<file path="config.mk">
export PLATFORM = sky130hd
export DESIGN_NAME = lc4_queue
export DESIGN_NICKNAME = d
export VERILOG_FILES = /design/src/hw/rtl/lc4_pkg.sv /design/src/hw/rtl/lc4_queue.sv
export SDC_FILE = /design/constraint.sdc
export NUM_CORES = 1
export LEC_CHECK = 0
export BUFFER_PORTS_ARGS = -buffer_cell sky130_fd_sc_hd__buf_2
export CAP_MARGIN = 20
export CORE_MARGIN = 4
export CORE_UTILIZATION = 51
export CTS_CLUSTER_DIAMETER = 120
export DETAILED_ROUTE_END_ITERATION = 6
export PLACE_DENSITY = 0.85
export SYNTH_ARGS = -nofsm -noshare
export SYNTH_HDL_FRONTEND = slang
export SYNTH_SLANG_ARGS = --single-unit
export TNS_END_PERCENT = 5
</file>
<file path="constraint.sdc">
create_clock -name clk -period 2.95 [get_ports clk]
set_input_delay 0.295 -clock clk [delete_from_list [all_inputs] [get_ports clk]]
set_output_delay 0.295 -clock clk [all_outputs]
set_load 0.02 [all_outputs]
</file>
<file path="src/hw/rtl/lc4_pkg.sv">
package lc4_pkg;

  localparam logic [15:0] RESET_PC     = 16'h8200;
  localparam logic [15:0] USER_CODE_HI = 16'h2000;
  localparam logic [15:0] OS_CODE_LO   = 16'h8000;
  localparam logic [15:0] OS_CODE_HI   = 16'hA000;

  localparam logic [3:0] ST_OK      = 4'd0;
  localparam logic [3:0] ST_HALT    = 4'd1;
  localparam logic [3:0] ST_UJUMP   = 4'd2;
  localparam logic [3:0] ST_OSJUMP  = 4'd3;
  localparam logic [3:0] ST_DATAEX  = 4'd4;
  localparam logic [3:0] ST_CODEADR = 4'd5;
  localparam logic [3:0] ST_PRIV    = 4'd6;
  localparam logic [3:0] ST_BADOP   = 4'd7;
  localparam logic [3:0] ST_STOPPED = 4'd8;

  localparam logic [3:0] OP_BR    = 4'd0;
  localparam logic [3:0] OP_ARITH = 4'd1;
  localparam logic [3:0] OP_CMP   = 4'd2;
  localparam logic [3:0] OP_JSR   = 4'd4;
  localparam logic [3:0] OP_LOGIC = 4'd5;
  localparam logic [3:0] OP_LDR   = 4'd6;
  localparam logic [3:0] OP_STR   = 4'd7;
  localparam logic [3:0] OP_RTI   = 4'd8;
  localparam logic [3:0] OP_CONST = 4'd9;
  localparam logic [3:0] OP_SHIFT = 4'd10;
  localparam logic [3:0] OP_JMP   = 4'd12;
  localparam logic [3:0] OP_HICON = 4'd13;
  localparam logic [3:0] OP_TRAP  = 4'd15;

  // queued request between front and back
  typedef struct packed {
    logic        preload;
    logic [15:0] instruction;
    logic [15:0] addr;
    logic [15:0] value;
  } req_t;

  typedef enum logic [2:0] {
    S_IDLE, S_CLEAR, S_EXEC, S_DIV, S_MEM, S_DONE
  } state_t;

endpackage

</file>
<file path="src/hw/rtl/lc4_queue.sv">
module lc4_queue (
  input  logic          clk,
  input  logic          rst,
  input  logic          wr_en,
  input  lc4_pkg::req_t wr_data,
  output logic          full,
  input  logic          rd_en,
  output lc4_pkg::req_t rd_data,
  output logic          empty
);
  import lc4_pkg::*;

  req_t       slot [2];
  logic       wp, rp;
  logic [1:0] cnt;

  assign full    = cnt == 2'd2;
  assign empty   = cnt == 2'd0;
  assign rd_data = slot[rp];

  // two-entry ring
  always_ff @(posedge clk) begin
    if (rst) begin
      wp  <= 1'b0;
      rp  <= 1'b0;
      cnt <= 2'd0;
    end else begin
      if (wr_en && !full) wp <= ~wp;
      if (rd_en && !empty) rp <= ~rp;
      cnt <= cnt + 2'(wr_en && !full) - 2'(rd_en && !empty);
    end
    if (wr_en && !full) slot[wp] <= wr_data;
  end
endmodule

</file>
==> summary.txt, run 1 <==
=====================================================================================
Slew at the pin closest to its max-slew limit ..........................     558.5 ps
Antenna diode instance count ...........................................            0
Power per cell area .................................................... 868.6 nW/um^2
Number of flip-flops and latches in the synthesized netlist ............          103
Buffers on Ports .......................................................          103
Ratio of cells with drive above 1 in the final layout ..................       57.91%
Area of the mapped netlist .............................................   3762 sq um
Width of the die ....................................................... 93.89 microns
Highest clock frequency the design can meet ............................    468.8 MHz
Cells along the critical path .......................................... buf_12, mux2_2, buf_2
Register area ..........................................................   3044 sq um
I/O pins ...............................................................          104
HPWL reported at the end of detailed placement ......................... 4485 microns
Setup_tns ..............................................................         0 ps
Total number of vias ...................................................         1938
Clock latency on the worst-skew pair ...................................       340 ps
Number of iterations in the first detailed-routing pass ................            4
Max Clock Skew .........................................................     7.114 ps
Switching share of total power .........................................       30.88%
Vias in the first global route .........................................         2044
Hold WC Path Type ...................................................... primary input to flop
Crit Path Max Fanout ...................................................           27
Final worst-path cycle share ...........................................       72.31%
Worst setup SP type ....................................................         flop
Largest voltage drop on the vdd net ....................................    0.4943 mV
Count of cell types in the netlist .....................................           22
Total GRT Usage ........................................................       15.17%
Combinational share of power ...........................................        30.7%
Count of standard-cell rows ............................................           31
Total detailed-routing wirelength ...................................... 6417 microns
Warnings, synthesis ....................................................            0
Crit Path Class ........................................................ flop to primary output
Number of setup violations in the final report .........................            0
Clk pin slew, worst setup/hold paths ...................................        90 ps
Final core utilization .................................................       63.82%
Overall power consumption ..............................................     3.999 mW
Initial antenna violation count ........................................            0
Final Hold Fails .......................................................            0
Commonest non-fill, non-tap cells in the layout ........................ buf_2 (103), edfxtp_1 (98), mux2_2 (49)
Post-route minimum period ..............................................      2133 ps
CTS Buf Count ..........................................................            9
Area growth syn-to-layout ..............................................       22.38%
Mapped Nets ............................................................          234
Data arrival time of the worst path ....................................      1840 ps
Placeable core region ..................................................   7214 sq um
Count of routing violations after the opening detailed-route iteration .           77
Sequential share of power ..............................................        49.2%
Buffer cell driving the clock tree root ................................     clkbuf_8
Crit. End Element ...................................................... primary output
Resize count post-CTS ..................................................            0
Most common cell after layout, fill and taps aside .....................        buf_2
Leakage power total ....................................................     1.736 nW
CTS hold repair buffers ................................................            0
Cell Int Power .........................................................     2.764 mW
Slowest cell delay on critical path ....................................       690 ps
Run status .............................................................    completed
Part of the power in the clock network .................................        20.1%
First-pass GRT wire length ............................................. 9956 microns
Endpoint required time on the critical path ............................      2650 ps
Hold_ws ................................................................     136.5 ps
Total congestion overflow after global routing .........................            0
Largest net degree at the start of global routing ......................           29
H-tree depth ...........................................................            3
Clock tree from TritonCTS ..............................................         done
Number of standard cells after synthesis ...............................          179
Post-CTS setup buffer count ............................................            0
Number of clock sinks ..................................................          103
Number of nets in the finished design ..................................          347
Setup repair after global routing missed its margin ....................           no
Net switching power ....................................................     1.235 mW
Total area of multi-input combinational cells ..........................  670.6 sq um
Avg Cell Area, Syn .....................................................  21.02 sq um
Ratio of routed vias to standard cells .................................        4.894
Gp weighted congestion .................................................       0.6945
Final-layout fill cell count ...........................................          542
Post-detailed-route count of antenna-violating nets ....................            0
Relative slew slack ....................................................       62.76%
Height of the die ...................................................... 93.89 microns
Drt wl/cell ............................................................ 16.20 microns
Starting density of the core ...........................................       52.15%
Max Root-Sink Buffers ..................................................            2
Overall die area .......................................................   8815 sq um
Critical-path cell with the highest stage delay ........................      dfxtp_2
Portion of the post-synthesis area used by sequential elements .........       80.88%
DR DRC count ...........................................................            0
Maxcap violations ......................................................            0
Pins over their slew limit .............................................            0
=====================================================================================
[power groups by stage]
| stage | clock network [mW] | registers (mW) | logic, mW |
|---|---|---|---|
| 5_1_grt | 0.902 | 1.99 | 1.33 |
| 4_1_cts | 0.829 | 1.97 | 1.26 |
| 3_5_place_dp | 0 | 2.00 | 1.25 |
| 3_3_place_gp | 0 | 1.99 | 1.23 |
| 2_1_floorplan | 0 | 1.94 | 0.890 |
| 6_report | 0.804 | 1.97 | 1.23 |
[critical path, delay by kind of cell (launching register included)]
family | cells | cell delay (ps)
buffers and inverters | 2 | 430
DFF | 1 | 690
muxes | 1 | 360
[registers in the layout, indices dropped and copies added, names as in the netlist, named ones only]
| register | cells |
|---|---|
| cnt | 2 |
| rp | 1 |
| slot | 98 |
| wp | 1 |
[metal layers]
metal  routed length [microns]  up-vias  global-route usage, %
met5                         0        -                      0
met4                        13        0                  3.610
met3                       448        2                  5.128
met2                      3367       72                  26.43
met1                      2588      951                  18.16
li1                          -      913                      -
[area by class of cell]
| cell class | instances | area share (%) |
|---|---|---|
| inverter | 4 | 0.3261 |
| multi-input combinational | 67 | 14.57 |
| clock buffer | 11 | 2.853 |
| tap | 99 | 2.690 |
| timing repair buffer | 107 | 12.39 |
| sequential | 103 | 66.11 |
| clock inverter | 5 | 1.060 |
[path summary, 6_finish.rpt]
| path | startpoint | end | slack (ps) | cells after the start |
|---|---|---|---|---|
| min reg2reg | wp | wp | 520 | 2 |
| max reg2reg | cnt[0] | slot[0][1] | 1030 | 5 |
| max | flop | rd_data[0] | 820 | 3 |
| min | wr_data[5] | slot[0][5] | 140 | 1 |
[synth_stat cells]
| master | instances | area (sq um) |
|---|---|---|
| edfxtp_1 | 98 | 2943 |
| buf_4 | 1 | 7.510 |
| buf_6 | 1 | 11.26 |
| nand2b_2 | 1 | 8.760 |
| nor2_1 | 4 | 15.01 |
| o21ai_0 | 1 | 5.000 |
| nor2b_1 | 1 | 6.260 |
| nor3_1 | 1 | 5.000 |
| mux2_2 | 49 | 551.8 |
| buf_2 | 3 | 15.01 |
| inv_1 | 3 | 11.26 |
| xor2_1 | 1 | 8.760 |
| inv_2 | 1 | 3.750 |
| ha_1 | 2 | 25.02 |
| a21oi_1 | 1 | 5.000 |
| and3_2 | 1 | 7.510 |
| o21a_1 | 1 | 7.510 |
| nand2_1 | 1 | 3.750 |
| dfxtp_1 | 5 | 100.1 |
| and2_1 | 1 | 6.260 |
| or3_1 | 1 | 6.260 |
| xnor2_1 | 1 | 8.760 |
[logic make-up after synthesis]
| group | synth area share (%) |
|---|---|
| flops | 80.88 |
| mux | 14.67 |
| simple gates | 1.563 |
| buf+inv | 1.297 |
| compound gates | 0.4654 |
| xor+xnor | 0.4657 |
| fa+ha+maj | 0.6650 |
[stage by stage]
step,instances,cell area (sq um),setup slack [ps]
finish,396,4604,816.8
global route,396,4604,714.4
CTS,396,4604,772.2
detailed placement,380,4424,1017
global placement,380,4424,1101
floorplan,179,3762,695.8
No activity file was read; power rests on OpenSTA's default activity.
==> run 2, diff against run 1 <==
clock period = 2.1 ns   (was 2.95 ns; I/O delays follow)
==> run 2 against run 1 <==
Against the previous run: design area is 0.30% higher; first-iteration DRC count grew 29%; total power up 40%; clock-buffer cell count up 1; clock power increased by 42%; routed wire length is 3.8% lower; non-clock buffer count is 3 higher; combinational power up 42%; sequential power grew 39%; critical path depth is the same; hold slack worse by 88 ps.
==> summary.txt, run 2 (synthesized netlist as in run 1, its figures left out) <==
=====================================================================================
Resize count post-CTS ..................................................            0   unchanged
Count of standard-cell rows ............................................           31   unchanged
Number of setup violations in the final report .........................            0   unchanged
Ratio of cells with drive above 1 in the final layout ..................       58.86%   +0.95 points
Height of the die ...................................................... 93.89 microns   unchanged
DR DRC count ...........................................................            0   unchanged
Total area of multi-input combinational cells ..........................  670.6 sq um   unchanged
Clock latency on the worst-skew pair ...................................       340 ps   about the same
Ratio of routed vias to standard cells .................................        4.925   +0.63%
Antenna diode instance count ...........................................            0   unchanged
Post-CTS setup buffer count ............................................            0   unchanged
Setup repair after global routing missed its margin ....................           no
Post-route minimum period ..............................................      1883 ps
Maxcap violations ......................................................            0   unchanged
Final-layout fill cell count ...........................................          552   +1.8%
Gp weighted congestion .................................................       0.6810   -1.9%
Area growth syn-to-layout ..............................................       22.75%
Total congestion overflow after global routing .........................            0   unchanged
Overall die area .......................................................   8815 sq um   unchanged
Placed insts ...........................................................          383   +0.79%
Total detailed-routing wirelength ...................................... 6174 microns   -3.8%
Crit. End Element ...................................................... primary output
Post-detailed-route count of antenna-violating nets ....................            0   unchanged
Slew at the pin closest to its max-slew limit ..........................     345.0 ps   -213.5 ps
Busiest grt layer ......................................................         met2
Number of flip-flops under the largest register name ...................           98   unchanged
HPWL reported at the end of detailed placement ......................... 4342 microns   -3.2%
Final core utilization .................................................       64.01%   +0.19 points
Run status .............................................................    completed
Largest voltage drop on the vdd net ....................................    0.7246 mV   +47%
Max Clock Skew .........................................................     11.30 ps   +4.189 ps
Data arrival time of the worst path ....................................      1670 ps   -170 ps
Final worst-path cycle share ...........................................       89.67%
Number of nets in the finished design ..................................          350   +0.86%
Relative slew slack ....................................................       77.00%   +14 points
Final Hold Fails .......................................................            0   unchanged
Total GRT Usage ........................................................       14.71%   -0.46 points
Overall power consumption ..............................................     5.616 mW   +40%
Met1 layer usage reported by global route ..............................       16.40%   -1.8 points
Minimum setup slack after placement ....................................     456.4 ps   -560.9 ps
Fraction of met3 tracks used by global routing .........................       5.929%   +0.80 points
Power per cell area .................................................... 1216 nW/um^2   +40%
Buffers on Ports .......................................................          103   unchanged
Most common cell after layout, fill and taps aside .....................        buf_2
Clock tree from TritonCTS ..............................................         done
Crit Path Class ........................................................ flop to primary output
Setup_tns ..............................................................         0 ps   unchanged
Final worst slack ......................................................     216.8 ps   -600.0 ps
Endpoint required time on the critical path ............................      1890 ps   -760 ps
Placed Area ............................................................   4438 sq um   +0.31%
Final Cell Area ........................................................   4618 sq um   +0.30%
GR Util met2 ...........................................................       26.02%   -0.41 points
Hold_ws ................................................................     48.78 ps   -87.77 ps
Number of iterations in the first detailed-routing pass ................            4   unchanged
Vias in the first global route .........................................         2074   +1.5%
Width of the die ....................................................... 93.89 microns   unchanged
Initial antenna violation count ........................................            1   +1
Number of clock sinks ..................................................          103   unchanged
Register area ..........................................................   3044 sq um   unchanged
Register bank with the most flops ......................................         slot
Count of routing violations after the opening detailed-route iteration .           99   +29%
Max Root-Sink Buffers ..................................................            2   unchanged
Starting density of the core ...........................................       52.15%   unchanged
Drt wl/cell ............................................................ 15.51 microns   -4.3%
First-pass GRT wire length ............................................. 9673 microns   -2.8%
Commonest non-fill, non-tap cells in the layout ........................ buf_2 (103), edfxtp_1 (98), mux2_2 (49)
Placeable core region ..................................................   7214 sq um   unchanged
Worst setup SP type ....................................................         flop
Leakage power total ....................................................     1.740 nW   +0.22%
Fin cells ..............................................................          398   +0.51%
I/O pins ...............................................................          104   unchanged
CTS Buf Count ..........................................................            9   unchanged
CTS hold repair buffers ................................................            0   unchanged
Total number of vias ...................................................         1960   +1.1%
Largest net degree at the start of global routing ......................           30   +3.4%
Hold WC Path Type ...................................................... primary input to flop
Crit Path Max Fanout ...................................................           14   -48%
Clk pin slew, worst setup/hold paths ...................................        90 ps   about the same
Pins over their slew limit .............................................            0   unchanged
Highest clock frequency the design can meet ............................    531.0 MHz
Buffer cell driving the clock tree root ................................     clkbuf_8
H-tree depth ...........................................................            3   unchanged
Leading registers by flop count ........................................ slot x98, cnt x2
=====================================================================================
-- run 2: cell count changes in the layout (fill, tap and decap cells not counted) --
cell        change
clkinvlp_4      +2
clkbuf_1        +1
buf_12          -1
clkinv_1        -3
buf_4           +4
inv_2           -1
-- run 2: path summary, 6_finish.rpt --
kind          startpoint     endpoint  slack (ps)  depth (start not counted)
min reg2reg           wp           wp         500                          2
max                 flop  rd_data[35]         220                          3
min          wr_data[28]  slot[0][28]          50                          1
max reg2reg       cnt[0]   slot[0][8]         460                          5
-- run 2: final cells by class --
| class | count | share of cell area (%) |
|---|---|---|
| multi-input combinational | 67 | 14.52 |
| sequential | 103 | 65.92 |
| clock inverter | 3 | 0.9753 |
| clock buffer | 12 | 2.926 |
| timing repair buffer | 110 | 12.57 |
| inverter | 4 | 0.4064 |
| tap | 99 | 2.682 |
-- run 2: where the power goes --
group	internal, mW	leakage (nW)	switching [mW]
Clock	0.547	0.0827	0.589
Sequential	2.61	0.957	0.114
Combinational	0.734	0.700	1.02
-- run 2: per-layer routing --
layer | share of wire, % | vias to the layer above
li1 | - | 923
met1 | 36 | 966
met2 | 55 | 65
met3 | 7.5 | 4
met4 | 0.40 | 2
met5 | 0.19 | -
-- run 2: critical path: stages (launching register included) --
cell and delay, ps:
dfxtp_2 530, buf_4 280, mux2_2 360, buf_2 160
